<file path="src/sv/mp22_pkg.sv">
// ----------------------------------------------------------------------------
// mp22_pkg
// Shared constants, register codes and types for the 2x2 stride-1 max pool.
// ----------------------------------------------------------------------------
package mp22_pkg;

  // default sizes
  localparam int DEFAULT_MAX_WIDTH  = 2048;
  localparam int DEFAULT_PIXEL_BITS = 16;

  // configuration port
  localparam int CFG_DATA_BITS   = 16;
  localparam int CFG_INDEX_BITS  = 1;
  localparam int WIDTH_REG_BITS  = 12;
  localparam int HEIGHT_REG_BITS = 16;

  localparam logic [CFG_INDEX_BITS-1:0] REG_IMAGE_WIDTH  = 1'b0;
  localparam logic [CFG_INDEX_BITS-1:0] REG_IMAGE_HEIGHT = 1'b1;

  localparam logic [WIDTH_REG_BITS-1:0]  WIDTH_RESET  = 12'd2048;
  localparam logic [HEIGHT_REG_BITS-1:0] HEIGHT_RESET = 16'd2048;

  // row counter width
  localparam int ROW_COUNT_BITS = 16;

  // entries in the queue between front and back
  localparam int QUEUE_DEPTH = 2;

  // per-item classification handed from front to back
  typedef struct packed {
    logic emit;
    logic last;
  } op_ctrl_t;

endpackage

</file>
<file path="src/sv/mp22_queue.sv">
// ----------------------------------------------------------------------------
// mp22_queue
// Short register queue between the front and the back of the pool.
// ----------------------------------------------------------------------------
module mp22_queue #(
  parameter int DATA_BITS = 34
) (
  input  logic                 clk,
  input  logic                 rst,
  input  logic                 push,
  input  logic [DATA_BITS-1:0] push_data,
  output logic                 space,
  input  logic                 pop,
  output logic                 valid,
  output logic [DATA_BITS-1:0] pop_data
);
  import mp22_pkg::*;

  localparam int PTR_BITS   = (QUEUE_DEPTH > 1) ? $clog2(QUEUE_DEPTH) : 1;
  localparam int COUNT_BITS = $clog2(QUEUE_DEPTH + 1);

  logic [DATA_BITS-1:0]  entries [QUEUE_DEPTH];
  logic [PTR_BITS-1:0]   wr_ptr;
  logic [PTR_BITS-1:0]   rd_ptr;
  logic [COUNT_BITS-1:0] count;

  assign space    = (count < COUNT_BITS'(QUEUE_DEPTH));
  assign valid    = (count != '0);
  assign pop_data = entries[rd_ptr];

  // pointers and fill count
  always_ff @(posedge clk) begin
    if (rst) begin
      wr_ptr <= '0;
      rd_ptr <= '0;
      count  <= '0;
    end else begin
      if (push) begin
        wr_ptr <= (wr_ptr == PTR_BITS'(QUEUE_DEPTH - 1)) ? '0 : wr_ptr + PTR_BITS'(1);
      end
      if (pop) begin
        rd_ptr <= (rd_ptr == PTR_BITS'(QUEUE_DEPTH - 1)) ? '0 : rd_ptr + PTR_BITS'(1);
      end
      if (push && !pop) begin
        count <= count + COUNT_BITS'(1);
      end else if (pop && !push) begin
        count <= count - COUNT_BITS'(1);
      end
    end
  end

  // entry storage
  always_ff @(posedge clk) begin
    if (push) begin
      entries[wr_ptr] <= push_data;
    end
  end

endmodule

</file>
<file path="config.mk">
export PLATFORM = sky130hd
export DESIGN_NAME = mp22_queue
export DESIGN_NICKNAME = d
export VERILOG_FILES = /design/src/sv/mp22_pkg.sv /design/src/sv/mp22_queue.sv
export SDC_FILE = /design/constraint.sdc
export NUM_CORES = 1
export LEC_CHECK = 0
export BUFFER_PORTS_ARGS = -buffer_cell sky130_fd_sc_hd__clkbuf_2
export CORE_MARGIN = 1.5
export CORE_UTILIZATION = 42
export DETAILED_ROUTE_END_ITERATION = 8
export PLACE_DENSITY = 0.66
export SYNTH_ARGS = -nofsm -noshare
export SYNTH_HDL_FRONTEND = slang
export SYNTH_SLANG_ARGS = --single-unit
</file>
<file path="constraint.sdc">
create_clock -name clk -period 5.17 [get_ports clk]
set_input_delay 1.2925 -clock clk [delete_from_list [all_inputs] [get_ports clk]]
set_output_delay 1.2925 -clock clk [all_outputs]
set_load 0.02 [all_outputs]
</file>
==> impl_metrics.py <==
metrics = {
    "run_status": {
        "outcome": "completed",
    },
    "layout": {
        "area_growth_syn_to_layout_pct": 24.4,
        "antenna_cells": 0,
        "ff_latch_area_sq_um": 2140,
        "nets": 249,
        "stdcell_count": 290,
        "layout-drive-gt1-share": 0.581,
        "fill_cells": 475,
        "multiInputGateArea_sq_um": 488,
    },
    "global_routing": {
        "grt_max_degree": 35,
        "grt_pass1_wl_um": 6220,
        "grt_usage": 0.131,
        "grt_pass1_vias": 1365,
        "overflow": 0,
        "antenna_found_initial": 0,
    },
    "logic_synthesis": {
        "yosys-top-cells-area": "edfxtp_1, mux2_2, dfxtp_1",
        "synth_seq_area_share": 0.803,
        "synth_area_sq_um": 2670,
        "ys_warn_count": 0,
        "syn_inst": 128,
        "synth_cell_type_count": 16,
        "syn_avg_cell_area_sq_um": 20.9,
        "synth_fp_nets": 167,
        "ys_seq_elements": 73,
        "synth_top_area_share": 0.765,
        "yosysTopAreaCell": "edfxtp_1",
    },
    "sta": {
        "rsz0062_at_grt": "no",
        "slew_headroom": 0.359,
        "fin_skew_ps": 8.61,
        "layout_min_cycle_time_ps": 3280,
        "setup_violations": 0,
        "hold_viol": 0,
        "fin_crit_sh": 0.635,
        "worstMarginPinSlew_ps": 959,
        "holdWs_ps": 515,
        "final.setup.tns_ps": 0,
        "slew_viol_final": 0,
        "fmax_mhz": 305,
    },
    "routing": {
        "met1Wirelength_um": 1800,
        "top_layer_used": "met4",
        "viasPerCell": 4.66,
        "drt_iter0_markers": 69,
        "wl_met2_um": 2050,
        "num_vias": 1350,
        "drcViolationCount": 0,
        "antenna_left": 0,
        "wirelength_um": 4260,
        "wl_per_cell_um": 14.7,
        "wl_met3_um": 283,
        "dr.pass1.iters": 4,
    },
    "run": {
        "maxCapViolations": 0,
    },
    "power_and_ir_drop": {
        "p_leak_uw": 0.00128,
        "clkPwrFrac": 0.348,
        "swShare": 0.229,
        "power_uw": 1330,
        "p_switching_uw": 304,
        "power_frac_seq": 0.529,
        "intPower_uw": 1020,
        "pwr-share-comb": 0.124,
        "ir_drop_mv": 0.219,
        "p_per_area_nw_per_um2": 399,
    },
    "worst_setup_path": {
        "rr_endpoint": "entries[1][5]",
        "crit_path_start_kind": "register",
        "path_max_fanout": 21,
        "r2r_slack_ps": 3410,
        "reg2reg_depth": 2,
        "cp.arrival_ps": 1990,
        "r2r-start": "wr_ptr",
        "endpoint_kind": "output port",
        "critPathKind": "reg2out",
        "cp.required_ps": 3880,
    },
    "worst_hold_path": {
        "min_path_cells": 2,
        "min_from": "count[1]",
        "hp-class": "reg2reg",
        "min_to": "count[1]",
    },
    "placement": {
        "numPortBuffers": 73,
        "gp_congestion": 0.727,
        "dp.cells": 274,
    },
    "die": {
        "io_pins": 74,
        "initial_core_util": 0.443,
        "core_area_sq_um": 6030,
        "die_width_um": 82.7,
        "die-area_sq_um": 6840,
        "die_y_um": 82.7,
        "fp-row-count": 28,
    },
    "cts": {
        "ctsResizeCount": 0,
        "cts_max_level": 3,
        "insertion_delay_ps": 340,
        "post-cts-setup-buffer-count": 0,
        "postCtsHoldBufs": 0,
        "cts_root_buffer": "clkbuf_8",
        "cts.sinks": 73,
        "cts_tree": "built",
        "clk_pin_slew_ps": 70,
        "numCtsBuffers": 9,
        "clock_path_buffers": 2,
    },
}
## worst max-delay path by stage
stage                     slack, ps            end  depth (start not counted)
after global routing           1760    pop_data[9]                          3
final                          1890   pop_data[29]                          3
after CTS                      1810   pop_data[29]                          3
after detailed placement       2180   pop_data[29]                          3
after global placement         2210   pop_data[29]                          3
after floorplan                1920  entries[0][0]                          1
## cell usage after synthesis
library cell  count
xor2_1            2
buf_2             1
nor2b_1           1
a21oi_1           1
ha_1              1
or3_1             1
xnor2_1           2
or2_2             1
inv_1             2
o21ai_0           1
and2_1            1
edfxtp_1         68
mux2_2           34
nor2_1            4
buf_6             3
dfxtp_1           5
## final cells by class
cell class                      count  share of cell area
Multi-Input combinational cell     49               0.147
Inverter                            2             0.00226
Sequential cell                    73               0.645
Clock buffer                        9              0.0373
Tap cell                           75              0.0283
Timing Repair Buffer               75               0.115
Clock inverter                      7              0.0256
## sequential cells by signal (all words and copies together), names as in the netlist, named ones only
| register | flops |
|---|---|
| entries | 68 |
| count | 2 |
| rd_ptr | 1 |
| wr_ptr | 1 |
## cell families after synthesis
| family | share of synthesized area |
|---|---|
| flops | 0.803 |
| mux | 0.143 |
| simple gates | 0.0150 |
| buf+inv | 0.0173 |
| xor+xnor | 0.0131 |
| compound gates | 0.00375 |
| fa+ha+maj | 0.00469 |
## worst max-delay path, stage by stage (launching register included)
cell,delay (ps)
dfxtp_1,700
buf_4,390
mux2_2,390
clkbuf_2,160
## power by group through the flow
stage / sequential, uW / combinational, uW / clock, uW
4_1_cts: 702 / 168 / 473
2_1_floorplan: 708 / 114 / 0
3_3_place_gp: 713 / 166 / 0
5_1_grt: 705 / 178 / 498
3_5_place_dp: 715 / 167 / 0
6_report: 701 / 164 / 461
## layer usage
layer  vias up  track usage
met4         0       0.0967
met3        13       0.0451
met2        47        0.199
met5         -            0
li1        657            -
met1       633        0.155
## through the flow
step / area [sq um] / setup WS, ps / utilization
finish: 3320 / 1890 / 0.551
global route: 3320 / 1760 / 0.551
CTS: 3320 / 1810 / 0.551
detailed placement: 3110 / 2180 / 0.516
global placement: 3110 / 2210 / 0.516
floorplan: 2670 / 1920 / -
## cells in the final DEF (no fill, tap or decap)
master | Yosys | final
and2_1 | 1 | 1
o21ai_0 | 1 | 1
clkinv_1 | 0 | 2
nor2_1 | 4 | 4
or2_2 | 1 | 1
clkbuf_2 | 0 | 73
clkbuf_8 | 0 | 9
ha_1 | 1 | 1
inv_1 | 2 | 2
clkinvlp_4 | 0 | 1
clkinv_2 | 0 | 2
dfxtp_1 | 5 | 5
mux2_2 | 34 | 34
xor2_1 | 2 | 2
nor2b_4 | 0 | 1
buf_4 | 0 | 2
a21oi_1 | 1 | 1
edfxtp_1 | 68 | 68
xnor2_1 | 2 | 2
bufinv_16 | 0 | 2
or3_1 | 1 | 1
(Power assumes the default switching activity.)
