==> src/sv/mp22_pkg.sv <==
// ----------------------------------------------------------------------------
// mp22_pkg
// Shared constants, register codes and types for the 2x2 stride-1 max pool.
// ----------------------------------------------------------------------------
package mp22_pkg;

  // default sizes
  localparam int DEFAULT_MAX_WIDTH  = 2048;
  localparam int DEFAULT_PIXEL_BITS = 16;

  // configuration port
  localparam int CFG_DATA_BITS   = 16;
  localparam int CFG_INDEX_BITS  = 1;
  localparam int WIDTH_REG_BITS  = 12;
  localparam int HEIGHT_REG_BITS = 16;

  localparam logic [CFG_INDEX_BITS-1:0] REG_IMAGE_WIDTH  = 1'b0;
  localparam logic [CFG_INDEX_BITS-1:0] REG_IMAGE_HEIGHT = 1'b1;

  localparam logic [WIDTH_REG_BITS-1:0]  WIDTH_RESET  = 12'd2048;
  localparam logic [HEIGHT_REG_BITS-1:0] HEIGHT_RESET = 16'd2048;

  // row counter width
  localparam int ROW_COUNT_BITS = 16;

  // entries in the queue between front and back
  localparam int QUEUE_DEPTH = 2;

  // per-item classification handed from front to back
  typedef struct packed {
    logic emit;
    logic last;
  } op_ctrl_t;

endpackage

==> src/sv/mp22_back.sv <==
// ----------------------------------------------------------------------------
// mp22_back
// Keeps the left and upper-left pixels, forms the window maximum and holds
// the result in the output register.
// ----------------------------------------------------------------------------
module mp22_back #(
  parameter int PIXEL_BITS = mp22_pkg::DEFAULT_PIXEL_BITS
) (
  input  logic                         clk,
  input  logic                         rst,
  input  logic                         q_valid,
  output logic                         q_pop,
  input  logic signed [PIXEL_BITS-1:0] q_pixel,
  input  logic signed [PIXEL_BITS-1:0] q_up,
  input  mp22_pkg::op_ctrl_t           q_ctrl,
  output logic                         out_valid,
  input  logic                         out_ready,
  output logic signed [PIXEL_BITS-1:0] pooled_max,
  output logic                         last_of_frame
);
  import mp22_pkg::*;

  logic signed [PIXEL_BITS-1:0] left_pixel;
  logic signed [PIXEL_BITS-1:0] upper_left_pixel;
  logic signed [PIXEL_BITS-1:0] max_lower;
  logic signed [PIXEL_BITS-1:0] max_upper;
  logic signed [PIXEL_BITS-1:0] best;

  // take the next item once the output register is free or draining
  assign q_pop = q_valid && (!out_valid || out_ready);

  // window maximum
  always_comb begin
    max_lower = (q_pixel > left_pixel) ? q_pixel : left_pixel;
    max_upper = (q_up > upper_left_pixel) ? q_up : upper_left_pixel;
    best      = (max_lower > max_upper) ? max_lower : max_upper;
  end

  // window history and output valid
  always_ff @(posedge clk) begin
    if (rst) begin
      left_pixel       <= '0;
      upper_left_pixel <= '0;
      out_valid        <= 1'b0;
    end else begin
      if (q_pop) begin
        left_pixel       <= q_pixel;
        upper_left_pixel <= q_up;
      end
      if (q_pop && q_ctrl.emit) begin
        out_valid <= 1'b1;
      end else if (out_ready) begin
        out_valid <= 1'b0;
      end
    end
  end

  // result payload
  always_ff @(posedge clk) begin
    if (q_pop && q_ctrl.emit) begin
      pooled_max    <= best;
      last_of_frame <= q_ctrl.last;
    end
  end

endmodule

==> config.mk <==
export PLATFORM = sky130hd
export DESIGN_NAME = mp22_back
export DESIGN_NICKNAME = d
export VERILOG_FILES = /design/src/sv/mp22_pkg.sv /design/src/sv/mp22_back.sv
export SDC_FILE = /design/constraint.sdc
export NUM_CORES = 1
export LEC_CHECK = 0
export BUFFER_PORTS_ARGS = -buffer_cell sky130_fd_sc_hd__buf_2
export CAP_MARGIN = 20
export CORE_MARGIN = 5
export CORE_UTILIZATION = 45
export DETAILED_ROUTE_END_ITERATION = 8
export GPL_ROUTABILITY_DRIVEN = 0
export GPL_TIMING_DRIVEN = 0
export HOLD_SLACK_MARGIN = 0.02
export PLACE_DENSITY = 0.66
export SLEW_MARGIN = 20
export SYNTH_ARGS = -nofsm -noshare
export SYNTH_HDL_FRONTEND = slang
export SYNTH_SLANG_ARGS = --single-unit
==> constraint.sdc <==
create_clock -name clk -period 4.75 [get_ports clk]
set_input_delay 0 -clock clk [delete_from_list [all_inputs] [get_ports clk]]
set_output_delay 0 -clock clk [all_outputs]
set_load 0.1 [all_outputs]
==> flow_summary.ini <==
[timing]
setup-tns-final_ns = 0
unrepaired_setup_endpoints_after_global_routing = false
max_slew_margin_pct = 56.15
final_period_minus_worst_setup_slack_ns = 4.276
maxSlewViolCount = 0
final.setup_skew_ns = 0.008875
worst_hold_slack_ns = 0.03848
final_number_of_setup_violating_endpoints = 0
setup_ws_ns = 0.4744
min_period_over_period_pct = 90.01
maxClockFrequency_ghz = 0.2339
final-hold-violation-count = 0
actual_transition_at_the_worst_max_transition_pin_ns = 0.6570

[hold_path]
holdCritPathClass = in -> reg
hold-path-endpoint = upper_left_pixel[15]
hold_path_depth = 2
hold_path.startpoint = rst

[worst_setup_path]
setup.worst_path.class = reg -> reg
worstSetupEndpointType = flip-flop
crit_required_ns = 4.88
worst-path-max-fanout = 10
critical-path-top-delay-family = compound AO/OA/AOI/OAI gates
cp_data_arrival_time_ns = 4.41
worst_r2r_path_depth = 18
r2r_end = pooled_max[2]
crit_path_max_incr_delay_ns = 0.41
crit_slowest_cell = sky130_fd_sc_hd__a2111oi_0
launch_instance_of_the_worst_register_to_register_path = left_pixel[1]
worstPathBufferInverterCount = 5
critPathLaunchType = flip-flop
worst-r2r-setup-slack_ns = 0.47
cp_cell_sequence = inv_1 > ha_1 > nor2b_1 > o211ai_1 > a2111oi_0 > o41a_1 > buf_4 > buf_6 > mux2i_1 > inv_1 > ha_1 > and3_4 > nand3_4 > a2111oi_4 > nor2_2 > a211oi_4 > buf_4 > mux2i_1

[finish]
nets = 564
final_core_utilization_pct = 56.79
diodes = 0
fillerInstances = 712
syn_to_final_growth_pct = 24.93
drive_above_1_share_pct = 15.45

[global_routing]
grt_usage_pct = 17.77
antenna_found_initial = 0
first_pass_grt_wire_length_um = 13750
maximum_number_of_pins_on_one_net_before_global_route_repair = 18
grt_pass1_vias = 2860
globalRouteOverflowTotal = 0

[floorplanning]
starting_density_pct = 45.46
die_area_sq_um = 9538
placeableCoreArea_sq_um = 7607
die_h_um = 97.67
fp.dieW_um = 97.67
fp-row-count = 32
design.portCount = 57

[logic_synthesis]
synth-warning-count = 0
synth.distinct_cells = 33
yosys.cell_count.top_type = sky130_fd_sc_hd__nand2_1
synth_enable_flop_cells = 17
synth.cells.most_frequent = sky130_fd_sc_hd__nand2_1, sky130_fd_sc_hd__inv_1, sky130_fd_sc_hd__ha_1, sky130_fd_sc_hd__mux2i_1, sky130_fd_sc_hd__a21oi_1
share_of_synthesized_registers_carrying_an_async_set_or_reset_pct = 0
netlist_area_sq_um = 3458
synth-main-ff-cell = sky130_fd_sc_hd__dfxtp_1
synth.avg_cell_area_sq_um = 9.125
post-synth-top-area-fraction_pct = 19.10
mappedNetlistNets = 465
synth-seq-cells = 50
netlist_top_cells_area = sky130_fd_sc_hd__dfxtp_1, sky130_fd_sc_hd__ha_1, sky130_fd_sc_hd__edfxtp_1, sky130_fd_sc_hd__mux2i_1, sky130_fd_sc_hd__nand2_1
post_synthesis_sequential_area_ratio_pct = 33.86
syn_inst = 379
synth_area_leader_cell = sky130_fd_sc_hd__dfxtp_1

[clock_tree]
tritoncts_clock_tree = built
clock_tree.buffer_depth = 2
htree_levels = 2
cts_sinks = 50
cts-root-buf = sky130_fd_sc_hd__clkbuf_8
numCtsBuffers = 5
clock_pin_slew_reported_for_the_worst_setup_and_hold_paths_after_clock_tree_synthesis_ns = 0.09
clk_latency_ns = 0.31

[placement]
io_buffers = 55
worst_case_setup_slack_after_placement_ns = 0.2704
place.detailed.hpwl_um = 6340

[outcome]
status = finished, final reports clean

[drt]
drtIter0Drc = 98
wire_per_inst_um = 14.15
routed_wirelength_um = 8222
detailroute.via_count = 2918
detail_route.vias_per_cell = 5.022
number_of_drc_violations_after_detailed_routing = 0
ant_nets = 0
drtPass1Iterations = 4

[power]
pwr_density_cell_nw_per_um2 = 294.1
total_power_uw = 1271
worst_ir_drop_vdd_mv = 0.1541
p_leak_uw = 0.002081

[run]
max-cap-violations = 0
==> final cells by class <==
cell class | instances | area (sq um) | share of cell area (%)
clock buffer | 7 | 86.33 | 1.998
multi-input combinational | 262 | 1989 | 46.05
tap | 102 | 127.6 | 2.954
clock inverter | 1 | 5.005 | 0.1158
buffer | 15 | 102.6 | 2.375
inverter | 52 | 195.2 | 4.518
sequential | 50 | 1171 | 27.11
timing repair buffer | 92 | 643.1 | 14.89
==> state kept, by name (all words and copies together) (netlist names) <==
signal / cells
out_valid: 1
left_pixel: 16
upper_left_pixel: 16
last_of_frame: 1
pooled_max: 16
==> repair_timing <==
| action | in CTS | in global routing |
|---|---|---|
| gates resized for setup | 0 | 0 |
| endpoints found under the setup margin | 0 | 11 |
| hold buffers | 36 | 0 |
| endpoints found under the hold margin | 34 | 0 |
| buffers inserted | 0 | 1 |
==> report_power, final <==
group / total, uW / internal, uW / leakage (uW) / switching (uW)
Sequential: 497 / 483 / 0.000433 / 14.4
Clock: 259 / 118 / 0.0000482 / 141
Combinational: 515 / 194 / 0.00160 / 320
Total: 1270 / 795 / 0.00208 / 476
==> per-stage QoR <==
stage,instances,cell area [sq um]
after floorplan,379,3458
after global placement,536,3861
after detailed placement,536,3861
after CTS,580,4313
after global routing,581,4320
final,581,4320
==> cell usage in the layout, fill, tap and decap left out <==
| cell | instances |
|---|---|
| sky130_fd_sc_hd__clkinv_1 | 1 |
| sky130_fd_sc_hd__dfxtp_1 | 33 |
| sky130_fd_sc_hd__inv_1 | 51 |
| sky130_fd_sc_hd__buf_12 | 1 |
| sky130_fd_sc_hd__buf_8 | 1 |
| sky130_fd_sc_hd__a2111oi_4 | 1 |
| sky130_fd_sc_hd__nand3_4 | 1 |
| sky130_fd_sc_hd__nand2b_1 | 1 |
| sky130_fd_sc_hd__clkbuf_8 | 6 |
| sky130_fd_sc_hd__buf_6 | 2 |
| sky130_fd_sc_hd__a21o_1 | 9 |
| sky130_fd_sc_hd__buf_2 | 55 |
| sky130_fd_sc_hd__ha_1 | 48 |
| sky130_fd_sc_hd__mux2i_1 | 48 |
| sky130_fd_sc_hd__nand2_1 | 67 |
| sky130_fd_sc_hd__edfxtp_1 | 17 |
| sky130_fd_sc_hd__a211oi_4 | 1 |
| sky130_fd_sc_hd__nor2_1 | 1 |
| sky130_fd_sc_hd__clkinv_2 | 1 |
| sky130_fd_sc_hd__clkbuf_1 | 10 |
| sky130_fd_sc_hd__o211ai_1 | 3 |
| sky130_fd_sc_hd__nor4_1 | 3 |
| sky130_fd_sc_hd__a2111oi_0 | 2 |
| sky130_fd_sc_hd__nand3b_1 | 1 |
| sky130_fd_sc_hd__nand4_1 | 10 |
| sky130_fd_sc_hd__nor2b_1 | 4 |
| sky130_fd_sc_hd__buf_4 | 2 |
| sky130_fd_sc_hd__and3_4 | 1 |
| sky130_fd_sc_hd__buf_1 | 1 |
| sky130_fd_sc_hd__nor2_2 | 1 |
| sky130_fd_sc_hd__a21oi_1 | 46 |
| sky130_fd_sc_hd__a211oi_1 | 3 |
| sky130_fd_sc_hd__o41a_1 | 2 |
| sky130_fd_sc_hd__dlygate4sd3_1 | 36 |
| sky130_fd_sc_hd__nand3_1 | 6 |
| sky130_fd_sc_hd__a2111o_1 | 2 |
| sky130_fd_sc_hd__a2111oi_2 | 1 |
==> per-layer routing <==
layer  up-vias  part of all wire, %  GRT usage (%)
li1       1518                    -              -
met1      1328                   46          23.03
met2        59                   48          30.21
met3        13                  4.1          3.087
met4         0                  1.8          5.218
met5         -                    0              0
==> worst max path at each step <==
stage	startpoint	depth (start not counted)	slack, ns	end
after floorplan	left_pixel[13]	17	0.76	pooled_max[10]
after global placement	left_pixel[15]	17	0.31	pooled_max[5]
after detailed placement	left_pixel[13]	17	0.27	pooled_max[5]
after CTS	left_pixel[1]	18	0.23	pooled_max[5]
after global routing	left_pixel[1]	18	0.1	pooled_max[14]
final	left_pixel[1]	18	0.47	pooled_max[2]
==> cell families after synthesis <==
family	synth area share, %
and+or+nand+nor	12.74
muxes	13.89
DFF	33.86
adders and majority gates	17.37
buffers and inverters	8.610
AOI/OAI and AO/OA	13.53
Note: power is estimated with default switching activity, not from simulation.
